**config.mk**
```make
export PLATFORM = sky130hd
export DESIGN_NAME = spa_sqrt_cell
export DESIGN_NICKNAME = d
export VERILOG_FILES = /design/src/rtl/core/spa_pkg.sv /design/src/rtl/core/spa_sqrt_cell.sv
export SDC_FILE = /design/constraint.sdc
export NUM_CORES = 1
export LEC_CHECK = 0
export BUFFER_PORTS_ARGS = -buffer_cell sky130_fd_sc_hd__clkbuf_2
export CAP_MARGIN = 10
export CORE_AREA = 2 2 427 429
export CTS_CLUSTER_DIAMETER = 200
export DETAILED_ROUTE_END_ITERATION = 10
export DIE_AREA = 0 0 429 431
export PLACE_DENSITY = 0.36
export SLEW_MARGIN = 30
export SYNTH_ARGS = -nofsm -noshare
export SYNTH_HDL_FRONTEND = slang
export SYNTH_SLANG_ARGS = --single-unit
```
**constraint.sdc**
```tcl
create_clock -name clk -period 15.45 [get_ports clk]
set_input_delay 0.7725 -clock clk [delete_from_list [all_inputs] [get_ports clk]]
set_output_delay 0.7725 -clock clk [all_outputs]
set_load 0.02 [all_outputs]
```
**src/rtl/core/spa_pkg.sv**
```systemverilog
// ----------------------------------------------------------------------------
// spa_pkg
// Types, widths and helpers shared by the seam pair attraction unit.
// ----------------------------------------------------------------------------
package spa_pkg;

	localparam int IDX_W   = 16;
	localparam int CRD_W   = 32;
	localparam int STEP_W  = 31;
	localparam int MAG_W   = 32;
	localparam int SQ_W    = 2 * MAG_W;
	localparam int PROD_W  = MAG_W + STEP_W;
	localparam int ST2_W   = 2 * STEP_W;
	localparam int SUM_W   = SQ_W + 2;
	localparam int ROOT_W  = SUM_W / 2;
	localparam int REM_W   = ROOT_W + 2;
	localparam int DEN_W   = ROOT_W + 1;
	localparam int QUO_W   = STEP_W - 1;
	localparam int SQRT_STEPS = ROOT_W;
	localparam int DIV_STEPS  = QUO_W;
	localparam int AXES    = 3;

	localparam logic [STEP_W-1:0] STEP_RESET = STEP_W'(655);

	typedef struct packed {
		logic [IDX_W-1:0]        first_index;
		logic [IDX_W-1:0]        second_index;
		logic signed [CRD_W-1:0] ax;
		logic signed [CRD_W-1:0] ay;
		logic signed [CRD_W-1:0] az;
		logic signed [CRD_W-1:0] bx;
		logic signed [CRD_W-1:0] by;
		logic signed [CRD_W-1:0] bz;
		logic                    last_pair;
	} in_t;

	typedef struct packed {
		logic [IDX_W-1:0]        out_first_index;
		logic [IDX_W-1:0]        out_second_index;
		logic signed [CRD_W-1:0] new_ax;
		logic signed [CRD_W-1:0] new_ay;
		logic signed [CRD_W-1:0] new_az;
		logic signed [CRD_W-1:0] new_bx;
		logic signed [CRD_W-1:0] new_by;
		logic signed [CRD_W-1:0] new_bz;
		logic                    merged;
		logic                    out_last_pair;
	} out_t;

	// side data that rides along the whole pipe; prod becomes the divider remainder
	typedef struct packed {
		logic [IDX_W-1:0]             first_index;
		logic [IDX_W-1:0]             second_index;
		logic [AXES-1:0][CRD_W-1:0]   a;
		logic [AXES-1:0][CRD_W-1:0]   b;
		logic [AXES-1:0]              neg;
		logic [AXES-1:0][PROD_W-1:0]  prod;
		logic                         merge;
		logic                         last_pair;
	} pass_t;

	typedef struct packed {
		logic [SUM_W-1:0]  s;
		logic [REM_W-1:0]  rem;
		logic [ROOT_W-1:0] root;
	} sqrt_t;

	typedef struct packed {
		logic [DEN_W-1:0]            den;
		logic [AXES-1:0][QUO_W-1:0]  quo;
	} div_t;

	// clamp a 34-bit signed sum to the 32-bit range
	function automatic logic [CRD_W-1:0] sat34(input logic signed [CRD_W+1:0] v);
		logic [CRD_W-1:0] r;
		if (v > 34'sh0_7FFF_FFFF)
			r = {1'b0, {(CRD_W-1){1'b1}}};
		else if (v < -34'sh0_8000_0000)
			r = {1'b1, {(CRD_W-1){1'b0}}};
		else
			r = v[CRD_W-1:0];
		return r;
	endfunction

endpackage

```
**src/rtl/core/spa_sqrt_cell.sv**
```systemverilog
// ----------------------------------------------------------------------------
// spa_sqrt_cell
// One digit of the floor square root, with its own pipeline register.
// ----------------------------------------------------------------------------
module spa_sqrt_cell (
	input  logic            clk,
	input  logic            arst_n,
	input  logic            valid_i,
	output logic            ready_o,
	input  spa_pkg::pass_t  pass_i,
	input  spa_pkg::sqrt_t  st_i,
	output logic            valid_o,
	input  logic            ready_i,
	output spa_pkg::pass_t  pass_o,
	output spa_pkg::sqrt_t  st_o
);
	import spa_pkg::*;

	logic             v_q;
	pass_t            pass_q;
	sqrt_t            st_q;
	sqrt_t            st_nx;
	logic [REM_W-1:0] rem_w;
	logic [REM_W-1:0] trial;

	always_comb begin
		rem_w = {st_i.rem[REM_W-3:0], st_i.s[SUM_W-1 -: 2]};
		trial = {st_i.root, 2'b01};
		st_nx.s = {st_i.s[SUM_W-3:0], 2'b00};
		if (rem_w >= trial) begin
			st_nx.rem  = rem_w - trial;
			st_nx.root = {st_i.root[ROOT_W-2:0], 1'b1};
		end else begin
			st_nx.rem  = rem_w;
			st_nx.root = {st_i.root[ROOT_W-2:0], 1'b0};
		end
	end

	assign ready_o = !v_q || ready_i;

	always_ff @(posedge clk or negedge arst_n) begin
		if (!arst_n) begin
			v_q <= 1'b0;
		end else if (ready_o) begin
			v_q <= valid_i;
		end
	end

	always_ff @(posedge clk) begin
		if (valid_i && ready_o) begin
			pass_q <= pass_i;
			st_q   <= st_nx;
		end
	end

	assign valid_o = v_q;
	assign pass_o  = pass_q;
	assign st_o    = st_q;

endmodule

```
== Yosys cells after proc, flatten, opt, wreduce, memory -nomap -nowiden ==
Cells that the tools add are included.
Operators by class
  $add $sub $neg: 1
  magnitude comparators: 1
  muxes and demuxes: 1
  reductions and logical operators: 3
Operators with widths (number)
  $mux 68: 1
  $ge 35x35->1: 1
  $sub 35x35->35: 1
  $logic_and 1x1->1: 1
  $logic_not 1->1: 1
  $logic_or 1x1->1: 1
Word-level totals
  bits in registers: 551
  input bits: 556
  output and inout bits: 554
  logic and storage cells: 24

== Depth between registers and ports, before layout ==
  depth after elaboration: 3
  gate-level depth with buffers: 13
  mapped depth without buffers: 11

== Least setup slack after synthesis ==
Ideal clock, no wire load.
  path kind: input port to flip-flop
  from: input ready_i
  to: register pass_q, in the netlist pass_o[0], enable pin
  library setup time: 0.985 ns
  data arrival time: 13.474 ns
  data required time: 14.465 ns
  setup slack: 0.991 ns
  stages: 2
  path buffers: 0
  cells stage by stage: nand2b_1 -> and2_1
On the way
  word-level cells in the longest chain between the ends: 2
Ends and longest elaborated chain
  start: declaration: line spa_sqrt_cell.sv:13  | input logic ready_i,
  $logic_or 1x1->1: line spa_sqrt_cell.sv:39  | assign ready_o = !v_q || ready_i;
  $logic_and 1x1->1: line spa_sqrt_cell.sv:50  | if (valid_i && ready_o) begin
  end signal: assignment: line spa_sqrt_cell.sv:51  | pass_q <= pass_i;
  end: declaration: line spa_sqrt_cell.sv:20  | pass_t pass_q;
No other way between the ends.
A chain may end at the register's enable or synchronous reset.

== Worst setup path after layout ==
  from: register v_q (netlist: valid_o)
  to: register pass_q, in the netlist pass_o[117], enable pin
On the way
  word-level cells in the longest chain between the ends: 3
Ends and longest elaborated chain
  start: declaration: line spa_sqrt_cell.sv:19  | logic v_q;
  start signal: assignment: line spa_sqrt_cell.sv:45  | v_q <= valid_i;
  $logic_not 1->1: line spa_sqrt_cell.sv:39
  $logic_or 1x1->1: line spa_sqrt_cell.sv:39
  $logic_and 1x1->1: line spa_sqrt_cell.sv:50
No other way between the ends.

==> reports/qor.yml <==
status: "finished clean"
min_to: "pass_o[10]$_DFFE_PP_"
ys_types: 64
leakage_nw: 12.20
maxCapViolCount: 0
path_cells: "nand2b_1, and2_4, buf_6, buf_6, buf_12"
grt-ovfl-total: 0
synth_top_area_share_pct: 86.35
worst_slew_pin_slew_ns: 0.9123
gp_congestion: 0.8495
fin_area_sq_um: 29910
drc: 0
cts_inserted_buffers: 72
avgSynthCellArea_sq_um: 20.15
first_pass_iters: 5
htree_levels: 3
synth_edf_count: 550
yosys_warnings: 0
worst_setup_path_start_kind: "flip-flop"
routed_via_density: 2.991
critPathMaxFanout: 128
final_nets: 2713
setup_tns_ns: 0
grt_pass1_wl_um: 129300
hold_class: "primary input to flip-flop"
dieArea_sq_um: 184900
clock_sinks: 551
hold_violations: 0
synth-async-reset-ratio_pct: 0.1815
synth_commonest_cells: "edfxtp_1, a21oi_1, inv_1"
final_core_utilization_pct: 16.60
yosysSeqAreaShare_pct: 86.48
gr-usage-met2_pct: 17.54
worstPathArrival_ns: 4.04
globalRouteMet1Util_pct: 12.63
grt_util_met3_pct: 3.449
drt-total-wl_um: 101400
yosysTopAreaCell: "edfxtp_1"
slew_headroom_pct: 39.18
holdWs_ns: 0.2709
finalCriticalPeriod_ns: 3.760
antenna_found_initial: 54
min_from: "pass_i[10]"
fmax_ghz: 0.2660
area_delta_synth_final_pct: 56.39
fillCellCount: 19990
ios: 1110
setup_viol: 0
worst_setup_path_end_kind: "flip-flop"
timing.rr.start: "valid_o$_DFFE_PN0N_"
rsz0062_at_grt: "no"
cts_tree: "done"
dpl.hpwl_um: 84570
core-area_sq_um: 180200
clk_pin_slew_ns: 0.06
die_h_um: 431
wire_per_inst_um: 22.28
placed_cells_incl_taps: 4417
criticalPathCategory: "flip-flop to flip-flop"
portBuffers: 1105
r2r_end: "pass_o[117]$_DFFE_PP_"
gr-max-usage-layer: "met2"
powerDensity_nw_per_um2: 130.5
synth.area.top_cells: "edfxtp_1, ha_1, a21oi_1"
rrSetupSlack_ns: 11.69
grtUsageTotal_pct: 10.52
rows: 156
grt_pass1_vias: 13780
drv_slew: 0
initial_utilization_pct: 10.62
clk_path_buf_depth: 3
hold_depth: 1
synth.cell_area_sq_um: 19130
ys.flop_type: "edfxtp_1"
die_w_um: 429
slowest_delay_ns: 0.68
yosysMostFrequentCell: "edfxtp_1"
crit_required_ns: 15.73
finClkSkew_ns: 0.01653
grt_max_degree: 129
cp_common_cell: "buf_6"
synth_cells: 949
finalCritPeriodShare_pct: 24.34
rr_worst_depth: 5
via_count: 13610
drt_iter0_markers: 744
clockRootBuffer: "clkbuf_16"
final_cell_count_no_fill: 4550
drive_gt1_share_pct: 57.04
cp_slowest_cell: "buf_6"
ant_nets: 0
ys_ff_latch: 551
clk_latency_ns: 0.66
irDropWorstVdd_mv: 0.06825
place_area_sq_um: 27600
[logic make-up (layout without fill, tap and decap cells)]
group           after synthesis  after routing  synth area share [%]
flops                       551            551                 86.48
compound gates              147            147                 5.135
simple gates                127            127                 3.304
buf+inv                      60           1282                 1.478
fa+ha+maj                    35             35                 2.290
xor+xnor                     27             27                 1.236
other cells                   1             10               0.01961
mux                           1              1               0.05887
[worst max-delay path: cells and delay by family, from the launching register on]
kind	cells	cell delay (ns)
DFF	1	0.37
buffers and inverters	3	1.80
and+or+nand+nor	2	0.73
[placed cells by master, fill, tap and decap left out, types with 7 or more instances in the layout]
cell,instances
nand4_1,9
nand2_1,36
clkbuf_16,72
a21oi_1,52
clkbuf_1,11
inv_1,43
o21a_1,7
ha_1,35
clkbuf_2,1105
edfxtp_1,550
o21ai_0,22
xor2_1,11
a21o_1,16
nor2_1,33
xnor2_1,16
clkinv_2,13
nor3_1,9
diode_2,8
clkinv_1,10
nand3_1,10
[power by group]
group / switching [mW] / leakage (nW) / total [mW] / internal, mW
logic: 0.311 / 5.85 / 0.459 / 0.148
clock network: 0.696 / 1.11 / 1.66 / 0.961
registers: 0.0299 / 5.25 / 1.79 / 1.76
total: 1.04 / 12.2 / 3.90 / 2.87
[what timing repair did]
action / 4_1_cts / 5_1_grt
hold endpoints to repair: 1 / 0
hold buffers: 1 / 0
resized for setup: 0 / 0
setup buffers: 0 / 0
[how the worst max path moves through the flow]
stage | start | endpoint | slack [ns] | cells after the start
after floorplan | ready_i | pass_o[0]$_DFFE_PP_ | 0.99 | 2
after global placement | ready_i | pass_o[129]$_DFFE_PP_ | 10.65 | 6
after detailed placement | ready_i | pass_o[204]$_DFFE_PP_ | 10.94 | 6
after CTS | valid_o$_DFFE_PN0N_ | pass_o[98]$_DFFE_PP_ | 11.47 | 5
after global routing | valid_o$_DFFE_PN0N_ | pass_o[178]$_DFFE_PP_ | 11.42 | 5
final | valid_o$_DFFE_PN0N_ | pass_o[117]$_DFFE_PP_ | 11.69 | 5
[flip-flops by register name (all words and copies together), names as in the netlist]
name	cells
valid_o	1
pass_o	418
st_o	132
[area by class of cell]
cell class	count	area, sq um	share of cell area (%)
Antenna cell	8	20.02	0.06693
Clock inverter	41	435.4	1.456
Tap cell	2370	2965	9.913
Multi-Input combinational cell	339	2310	7.722
Inverter	44	165.2	0.5521
Sequential cell	551	16540	55.30
Timing Repair Buffer	1114	5633	18.83
Clock buffer	83	1843	6.161
[metrics by stage]
step	total power, mW	worst slack, ns
3_3_place_gp	2.287	10.65
6_report	3.902	11.69
2_1_floorplan	2.085	0.9910
5_1_grt	4.070	11.42
4_1_cts	4.001	11.47
3_5_place_dp	2.285	10.94
[routing by layer]
layer	wire, um	vias up
met4	2739	6
met2	49850	606
met1	40660	6772
met3	8093	159
met5	35	-
li1	-	6067
Note: power is estimated with default switching activity, not from simulation.
