**config.mk**
```make
export PLATFORM = sky130hd
export DESIGN_NAME = spa_div_cell
export DESIGN_NICKNAME = d
export VERILOG_FILES = /design/src/rtl/core/spa_pkg.sv /design/src/rtl/core/spa_div_cell.sv
export SDC_FILE = /design/constraint.sdc
export NUM_CORES = 1
export LEC_CHECK = 0
export BUFFER_PORTS_ARGS = -buffer_cell sky130_fd_sc_hd__buf_4
export CAP_MARGIN = 5
export CELL_PAD_IN_SITES_DETAIL_PLACEMENT = 1
export CELL_PAD_IN_SITES_GLOBAL_PLACEMENT = 2
export CORE_AREA = 10 10 415 417
export DETAILED_ROUTE_END_ITERATION = 16
export DIE_AREA = 0 0 425 427
export PLACE_DENSITY_LB_ADDON = 0.1
export SETUP_SLACK_MARGIN = 0.5
export SLEW_MARGIN = 20
export SYNTH_ARGS = -nofsm -noshare
export SYNTH_HDL_FRONTEND = slang
export SYNTH_SLANG_ARGS = --single-unit
```
**constraint.sdc**
```tcl
create_clock -name clk -period 26.7 [get_ports clk]
set_clock_uncertainty 0.1 [all_clocks]
set_input_delay 2.67 -clock clk [delete_from_list [all_inputs] [get_ports clk]]
set_output_delay 2.67 -clock clk [all_outputs]
set_load 0.01 [all_outputs]
```
**src/rtl/core/spa_pkg.sv**
```systemverilog
// ----------------------------------------------------------------------------
// spa_pkg
// Types, widths and helpers shared by the seam pair attraction unit.
// ----------------------------------------------------------------------------
package spa_pkg;

	localparam int IDX_W   = 16;
	localparam int CRD_W   = 32;
	localparam int STEP_W  = 31;
	localparam int MAG_W   = 32;
	localparam int SQ_W    = 2 * MAG_W;
	localparam int PROD_W  = MAG_W + STEP_W;
	localparam int ST2_W   = 2 * STEP_W;
	localparam int SUM_W   = SQ_W + 2;
	localparam int ROOT_W  = SUM_W / 2;
	localparam int REM_W   = ROOT_W + 2;
	localparam int DEN_W   = ROOT_W + 1;
	localparam int QUO_W   = STEP_W - 1;
	localparam int SQRT_STEPS = ROOT_W;
	localparam int DIV_STEPS  = QUO_W;
	localparam int AXES    = 3;

	localparam logic [STEP_W-1:0] STEP_RESET = STEP_W'(655);

	typedef struct packed {
		logic [IDX_W-1:0]        first_index;
		logic [IDX_W-1:0]        second_index;
		logic signed [CRD_W-1:0] ax;
		logic signed [CRD_W-1:0] ay;
		logic signed [CRD_W-1:0] az;
		logic signed [CRD_W-1:0] bx;
		logic signed [CRD_W-1:0] by;
		logic signed [CRD_W-1:0] bz;
		logic                    last_pair;
	} in_t;

	typedef struct packed {
		logic [IDX_W-1:0]        out_first_index;
		logic [IDX_W-1:0]        out_second_index;
		logic signed [CRD_W-1:0] new_ax;
		logic signed [CRD_W-1:0] new_ay;
		logic signed [CRD_W-1:0] new_az;
		logic signed [CRD_W-1:0] new_bx;
		logic signed [CRD_W-1:0] new_by;
		logic signed [CRD_W-1:0] new_bz;
		logic                    merged;
		logic                    out_last_pair;
	} out_t;

	// side data that rides along the whole pipe; prod becomes the divider remainder
	typedef struct packed {
		logic [IDX_W-1:0]             first_index;
		logic [IDX_W-1:0]             second_index;
		logic [AXES-1:0][CRD_W-1:0]   a;
		logic [AXES-1:0][CRD_W-1:0]   b;
		logic [AXES-1:0]              neg;
		logic [AXES-1:0][PROD_W-1:0]  prod;
		logic                         merge;
		logic                         last_pair;
	} pass_t;

	typedef struct packed {
		logic [SUM_W-1:0]  s;
		logic [REM_W-1:0]  rem;
		logic [ROOT_W-1:0] root;
	} sqrt_t;

	typedef struct packed {
		logic [DEN_W-1:0]            den;
		logic [AXES-1:0][QUO_W-1:0]  quo;
	} div_t;

	// clamp a 34-bit signed sum to the 32-bit range
	function automatic logic [CRD_W-1:0] sat34(input logic signed [CRD_W+1:0] v);
		logic [CRD_W-1:0] r;
		if (v > 34'sh0_7FFF_FFFF)
			r = {1'b0, {(CRD_W-1){1'b1}}};
		else if (v < -34'sh0_8000_0000)
			r = {1'b1, {(CRD_W-1){1'b0}}};
		else
			r = v[CRD_W-1:0];
		return r;
	endfunction

endpackage

```
**src/rtl/core/spa_div_cell.sv**
```systemverilog
// ----------------------------------------------------------------------------
// spa_div_cell
// One restoring quotient bit for all three axes, with its own register.
// ----------------------------------------------------------------------------
module spa_div_cell #(
	parameter int SHIFT = 0
) (
	input  logic            clk,
	input  logic            arst_n,
	input  logic            valid_i,
	output logic            ready_o,
	input  spa_pkg::pass_t  pass_i,
	input  spa_pkg::div_t   st_i,
	output logic            valid_o,
	input  logic            ready_i,
	output spa_pkg::pass_t  pass_o,
	output spa_pkg::div_t   st_o
);
	import spa_pkg::*;

	localparam int CMP_W = DEN_W + QUO_W;

	logic             v_q;
	pass_t            pass_q;
	div_t             st_q;
	pass_t            pass_nx;
	div_t             st_nx;
	logic [CMP_W-1:0] dsh;
	logic [CMP_W-1:0] rem_x;

	always_comb begin
		dsh     = CMP_W'(st_i.den) << SHIFT;
		pass_nx = pass_i;
		st_nx   = st_i;
		rem_x   = '0;
		for (int j = 0; j < AXES; j++) begin
			rem_x = CMP_W'(pass_i.prod[j]);
			if (rem_x >= dsh) begin
				pass_nx.prod[j] = PROD_W'(rem_x - dsh);
				st_nx.quo[j]    = {st_i.quo[j][QUO_W-2:0], 1'b1};
			end else begin
				st_nx.quo[j]    = {st_i.quo[j][QUO_W-2:0], 1'b0};
			end
		end
	end

	assign ready_o = !v_q || ready_i;

	always_ff @(posedge clk or negedge arst_n) begin
		if (!arst_n) begin
			v_q <= 1'b0;
		end else if (ready_o) begin
			v_q <= valid_i;
		end
	end

	always_ff @(posedge clk) begin
		if (valid_i && ready_o) begin
			pass_q <= pass_nx;
			st_q   <= st_nx;
		end
	end

	assign valid_o = v_q;
	assign pass_o  = pass_q;
	assign st_o    = st_q;

endmodule

```
== Word-level counts from Yosys, hierarchy flattened ==
Cells that the tools add are included.

* Word-level logic and storage cells: 34
* Flip-flop bits (word level): 543

* Magnitude comparators: 3
* Reductions and logical operators: 3
* $add $sub $neg: 3
* Multiplexer cells: 6

{| class="wikitable"
|+ Operators by type and width
! cell !! count
|-
| $ge 63x34->1 || 3
|-
| $mux 63 || 3
|-
| $sub 63x34->63 || 3
|-
| $mux 1 || 3
|-
| $logic_and 1x1->1 || 1
|-
| $logic_not 1->1 || 1
|-
| $logic_or 1x1->1 || 1
|}

== Logic depth before layout (Yosys ltp) ==
Gate-level depths: netlist of the first run.

* Depth in word-level cells: 3
* Mapped depth: 14
* Mapped depth without buffers: 13

== Least setup slack after synthesis of the first run ==
OpenSTA, ideal clock, no wires.

* Kind: input to register
* Start: input port ready_i
* End: register pass_q, in the netlist pass_o[0], enable pin
* Stages: 2
* Slack: 10.477 ns
* Required time: 25.620 ns
* Arrival time: 15.143 ns
* Setup time: 0.980 ns
* Cell sequence: nand2b_1 and2_1

* Longest elaborated chain between the ends: 2

{| class="wikitable"
|+ Ends and longest elaborated chain
! element !! line !! RTL
|-
| from (decl) || spa_div_cell.sv:15 || <nowiki>input logic ready_i,</nowiki>
|-
| $logic_or 1x1->1 || spa_div_cell.sv:47 || <nowiki>assign ready_o = !v_q || ready_i;</nowiki>
|-
| $logic_and 1x1->1 || spa_div_cell.sv:58 || <nowiki>if (valid_i && ready_o) begin</nowiki>
|-
| to (signal assigned) || spa_div_cell.sv:59 || <nowiki>pass_q <= pass_nx;</nowiki>
|-
| to (decl) || spa_div_cell.sv:24 || <nowiki>pass_t pass_q;</nowiki>
|}

Every way passes these cells.
A chain may end at the register's enable or synchronous reset.

==> results.cfg, run 1 <==
[worst_hold_path]
worstHoldPathType = flop to flop
holdPathStages = 2
min_from = valid_o$_DFFE_PN0N_
min_to = valid_o$_DFFE_PN0N_

[route]
drt-vias-per-instance = 4.02
ant_nets = 0
via_count = 21700
drc_errors = 0
routedWlPerCell_um = 29.4
drt_pass1_iterations = 5
totalWireLength_um = 159000
drt_iter0_drc = 1092

[synth]
seq_area_frac_synth = 0.635
netlist_area_um2 = 25700
synth.top_cell.area_share = 0.634
yosysUniqueCellTypes = 78
syn-instance-count = 2013
yosys_warnings = 0
syn_area_per_cell_um2 = 12.8
synthArstFlopShare = 0.00184
synth-edff-count = 542
synth_area_leaders = edfxtp_1, ha_1, a21oi_1
synth_area_leader_cell = edfxtp_1
synthFlopType = edfxtp_1
synth_nets = 2667
synth-seq-cells = 543

[status]
status = complete, no violations

[setup_path]
worst-r2r-cell-count = 6
cp.arrival_ps = 7400
cp_max_fo = 59
r2r_start = valid_o$_DFFE_PN0N_
regToRegEndpoint = pass_o[297]$_DFFE_PP_
crit_path_end_kind = flop
required_ps = 27020
critical_path_class = input port to flop
cp-start-kind = input port
r2r_slack_ps = 21670

[sta]
drv_slew = 0
rsz0062_at_grt = false
tightest_slew_ps = 1170
relSlewSlack = 0.213
fmax_ghz = 0.141
final.setup.tns_ps = 0
period_share = 0.265
layout_min_cycle_time_ps = 7080
hold_viol = 0
setup_viol = 0
worst_slack_ps = 19620

[floorplanning]
die_y_um = 427
rows = 149
core_um2 = 164000
die_w_um = 425
initial_core_util = 0.157
pin_count = 1090
die-area_um2 = 181000

[global_routing]
grt_pass1_wl_um = 208000
antenna_found_initial = 55
grt-ovfl-total = 0
grt_pass1_vias = 23000
grt_max_degree = 126
grt_use_total = 0.165

[clock_tree]
ctsLongestPathBuffers = 3
cts_buffers = 77
cts_hold_buf = 0
clkTransAtPathRegs_ps = 50
cts_resized = 0
cts_tree = built
clockRootBuffer = clkbuf_16
clock_latency_ps = 660
post-cts-setup-buffers = 0
cts_sinks = 543
cts_max_level = 3

[placed_design]
portBuffers = 1086
place_hpwl_um = 134000
place_area_um2 = 36400
dp_slack_ps = 18610
place_congestion = 0.824

[run]
cap_viol_max_count = 0

[finish]
drive_above_1_share = 0.395
syn_to_final_growth_pct = 52.0
nets = 3784
stdcell_area_um2 = 39000
n_fill_cell = 18400

[power_and_ir_drop]
power_leakage_uw = 0.0155
totalPowerFinal_uw = 2540
ir_worst_vdd_v = 0.0000415
p_per_area_nw_per_um2 = 65.1
[cells in the final DEF, fill, tap and decap left out, drive strengths merged, types with 77 or more instances in the layout]
cell       n
o21ai     80
edfxtp   542
xor2      77
buf     1101
nand2    122
clkbuf    90
a21oi    203
ha       105
xnor2    101
nor2     169
inv       80
[cells in the mapped netlist, drive strengths merged, types with 9 or more instances]
cell    count
o21bai     23
o21ai      80
o31ai       9
nand2b     12
and3       11
edfxtp    542
xor2       77
o21a       11
clkbuf     48
buf        15
o211ai     13
nor3       45
or2        11
nor4       31
mux2       25
a21o       30
or4        18
a211oi      9
nor2b      11
nor2      169
nand3      41
and2       11
ha        105
inv        79
nand4      39
xnor2     101
or3        18
a31oi      11
nand2     122
a21oi     203
[layer usage]
layer  up-vias  wire (um)  share of wire  global-route usage
li1       9897          -              -                   -
met1     10800      54800           0.35               0.166
met2       733      88300           0.56               0.324
met3       195      11100          0.070              0.0492
met4        24       4210          0.027              0.0479
met5         -        168         0.0011                   0
[registers in the layout, summed over array words and instances, names as in the netlist]
register and flops:
pass_o 418, valid_o 1, st_o 124
[worst max-delay path by stage]
stage | startpoint | endpoint | depth (start not counted)
final | st_i[118] | pass_o[46]$_DFFE_PP_ | 13
after global routing | st_i[118] | pass_o[46]$_DFFE_PP_ | 13
after CTS | ready_i | pass_o[244]$_DFFE_PP_ | 7
after detailed placement | ready_i | pass_o[200]$_DFFE_PP_ | 7
after global placement | ready_i | st_o[43]$_DFFE_PP_ | 7
after floorplan | ready_i | pass_o[0]$_DFFE_PP_ | 2
[worst max-delay path, cell delays in order]
cell	delay [ps]
buf_4	110
inv_1	150
ha_1	460
nand2_1	180
or4_1	700
a2111o_1	340
nor3_1	890
o211a_1	250
or2_4	180
buf_4	550
and4_1	560
nand3_1	160
xnor2_1	160
[power breakdown]
group / internal [uW] / switching [uW] / total (uW)
Clock: 604 / 440 / 1040
Combinational: 199 / 265 / 464
Sequential: 1020 / 16.4 / 1030
[final cells by class]
type	instances	area [um^2]	share of cell area
antenna	16	40.0	0.00103
timing repair buffer	1101	8290	0.212
inverter	79	297	0.00760
clock inverter	48	558	0.0143
multi-input combinational	1328	8840	0.226
sequential	543	16300	0.418
clock buffer	90	1980	0.0506
tap	2189	2740	0.0702
[logic make-up (layout without fill, tap and decap cells)]
group,Yosys count,count (layout),share of synthesized area
AOI/OAI and AO/OA,440,440,0.104
xor gates and xnor gates,178,178,0.0607
adders and majority gates,108,108,0.0535
buffers and inverters,142,1318,0.0225
DFF,543,543,0.635
muxes,25,25,0.0113
other,0,16,0
and+or+nand+nor,577,577,0.114
[stage by stage]
stage / std cells / utilization / hold slack (ps)
global placement: 5239 / 0.222 / 454
detailed placement: 5239 / 0.222 / 453
global route: 5385 / 0.238 / 513
finish: 5394 / 0.238 / 461
CTS: 5377 / 0.238 / 468
floorplan: 2013 / - / 522
(Power assumes the default switching activity.)
==> run 2, diff against run 1 <==
ABC_AREA = 1   (was unset)
CORE_AREA = 10 10 418 420   (was 10 10 415 417)
DIE_AREA = 0 0 428 430   (was 0 0 425 427)
clock period = 7.25 ns   (was 26.7 ns; I/O delays follow)
==> run 2 against run 1 <==
Sequential share of layout area fell by 4.7 points. Final cell count is 32% higher. Via count rose by 33%. Clock power rose to 3.7 times the previous value. Total power rose to 3.8 times the previous value. Largest cell class unchanged.
==> results.cfg, run 2 <==
[synth]
synth-seq-cells = 543
synth_area_leader_cell = edfxtp_1
yosys_warnings = 0
synth.most_common_cell = nand2_1
seq_area_frac_synth = 0.534
synth-edff-count = 542
synth.top_cell.area_share = 0.533
netlist_area_um2 = 30500
synth_nets = 4369
yosysUniqueCellTypes = 32
syn-instance-count = 3715
synth_common_cells = nand2_1, inv_1, edfxtp_1
syn_area_per_cell_um2 = 8.22
synth_area_leaders = edfxtp_1, nand2_1, inv_1
synthFlopType = edfxtp_1
synthArstFlopShare = 0.00184

[sta]
layout_min_cycle_time_ps = 4170
drv_slew = 0
relSlewSlack = 0.278
holdWs_ps = 94.0
fmax_ghz = 0.240
tightest_slew_ps = 1080
hold_viol = 0
rsz0062_at_grt = false
setup_viol = 0
period_share = 0.575

[route]
drt-vias-per-instance = 4.05
drt_pass1_iterations = 5
ant_nets = 0
routedWlPerCell_um = 26.3
drt_iter0_drc = 1339
via_count = 28900
drc_errors = 0
totalWireLength_um = 188000

[clock_tree]
cts_tree = built
clockRootBuffer = clkbuf_16
post-cts-setup-buffers = 0
cts_buffers = 75
cts_hold_buf = 3
ctsLongestPathBuffers = 3
clkTransAtPathRegs_ps = 60
cts_resized = 0
cts_max_level = 3
clock_latency_ps = 670
cts_sinks = 543

[global_routing]
grt-ovfl-total = 0
antenna_found_initial = 50
grt_pass1_vias = 30100
grt_pass1_wl_um = 253000
grt_max_degree = 159
grt_use_total = 0.196

[placed_design]
portBuffers = 1086
place_area_um2 = 41400
dpl.cell_count = 6991
place_congestion = 0.865
place_hpwl_um = 163000

[setup_path]
cp_max_fo = 40
crit_top_cell = nand2_1
required_ps = 7600
critical_path.max_stage_delay_ps = 570
crit_chain = buf_4, inv_1, ha_1, nand2_1, inv_2, nand2_1, nor2_1, nand2_1, nor3_2, a21oi_2, nand2_4, clkinv_2, buf_4, a21oi_1
cp.arrival_ps = 4520
cp-start-kind = input port
critical_path.slowest_cell = clkinv_2
crit_path_end_kind = flop
critical_path_class = input port to flop

[floorplanning]
die_w_um = 428
initial_core_util = 0.184
die-area_um2 = 184000
core_um2 = 166000
pin_count = 1090
rows = 150
die_y_um = 430

[power_and_ir_drop]
p_comb_frac = 0.205
p_switching_uw = 2890
power_leakage_uw = 0.0205
ir_worst_vdd_v = 0.000153
intPower_uw = 6700
p_per_area_nw_per_um2 = 218
seq_power_share = 0.396
switching_share = 0.302
totalPowerFinal_uw = 9590
clkPwrFrac = 0.399

[finish]
stdcell_area_um2 = 44000
syn_to_final_growth_pct = 43.9
nets = 5521
final_cells = 7134
largest_reg_flops = 418
n_fill_cell = 19800
drive_above_1_share = 0.264
mostFrequentLayoutCell = nand2_1
final_cell_mix = nand2_1, buf_4, inv_1

[run]
cap_viol_max_count = 0

[worst_hold_path]
worstHoldPathType = input port to flop

[status]
status = complete, no violations
[run 2: changes by cell type after synthesis, sizes merged, moves of 63 or more]
| cell | delta |
|---|---|
| inv | +553 |
| nand2 | +1346 |
| nand3 | +153 |
| nor2 | +211 |
| o21ai | -63 |
| xnor2 | -99 |
[run 2: layer usage]
metal,GRT usage,routed length (um),vias to the layer above
li1,-,-,14100
met1,0.214,73000,13900
met2,0.385,103000,669
met3,0.0411,8440,194
met4,0.0389,3460,24
met5,0,151,-
[run 2: area by class of cell]
cell class,count,area [um^2],share of cell area
Sequential cell,543,16300,0.371
Multi-Input combinational cell,2508,11700,0.265
Tap cell,2204,2760,0.0627
Clock buffer,96,1980,0.0449
Inverter,633,2390,0.0543
Clock inverter,39,522,0.0119
Timing Repair Buffer,1106,8350,0.190
Antenna cell,5,12.5,0.000285
[run 2: cell families after synthesis]
kind of cell	Yosys count	synth area share
buf+inv	664	0.0852
fa+ha+maj	108	0.0450
xor+xnor	71	0.0204
flops	543	0.534
compound gates	186	0.0323
simple gates	2143	0.284
[run 2: path summary, 6_finish.rpt]
check / to / slack (ps) / cells after the start / start
setup reg to reg: pass_o[83]$_DFFE_PP_ / 4720 / 3 / valid_o$_DFFE_PN0N_
hold reg to reg: valid_o$_DFFE_PN0N_ / 500 / 2 / valid_o$_DFFE_PN0N_
max in group asynchronous: valid_o$_DFFE_PN0N_ / 6570 / 2 / arst_n
min in group asynchronous: valid_o$_DFFE_PN0N_ / 400 / 2 / arst_n
hold / removal: st_o[33]$_DFFE_PP_ / 90 / 1 / st_i[32]
setup / recovery: pass_o[100]$_DFFE_PP_ / 3080 / 14 / st_i[122]
[run 2: critical path: cells and delay by family]
kind	cells	cell delay [ps]
AO/OA/AOI/OAI	2	420
buffers and inverters	5	1760
adder cells (fa/ha/maj)	1	390
AND/OR/NAND/NOR	6	1130
[run 2: per-stage QoR]
| step | util | setup TNS, ps | setup WS [ps] |
|---|---|---|---|
| after floorplan | - | -1566830 | -2890 |
| after detailed placement | 0.249 | 0 | 2200 |
| after global routing | 0.264 | 0 | 2710 |
| after global placement | 0.249 | 0 | 2240 |
| after CTS | 0.264 | 0 | 2930 |
| final | 0.264 | 0 | 3080 |
[run 2: power groups by stage]
stage / registers (uW) / clock network (uW) / logic [uW]
final: 3800 / 3830 / 1960
after global routing: 3810 / 4110 / 2160
after CTS: 3800 / 4000 / 2040
after detailed placement: 3860 / 0 / 2030
after global placement: 3860 / 0 / 2030
after floorplan: 4020 / 0 / 747
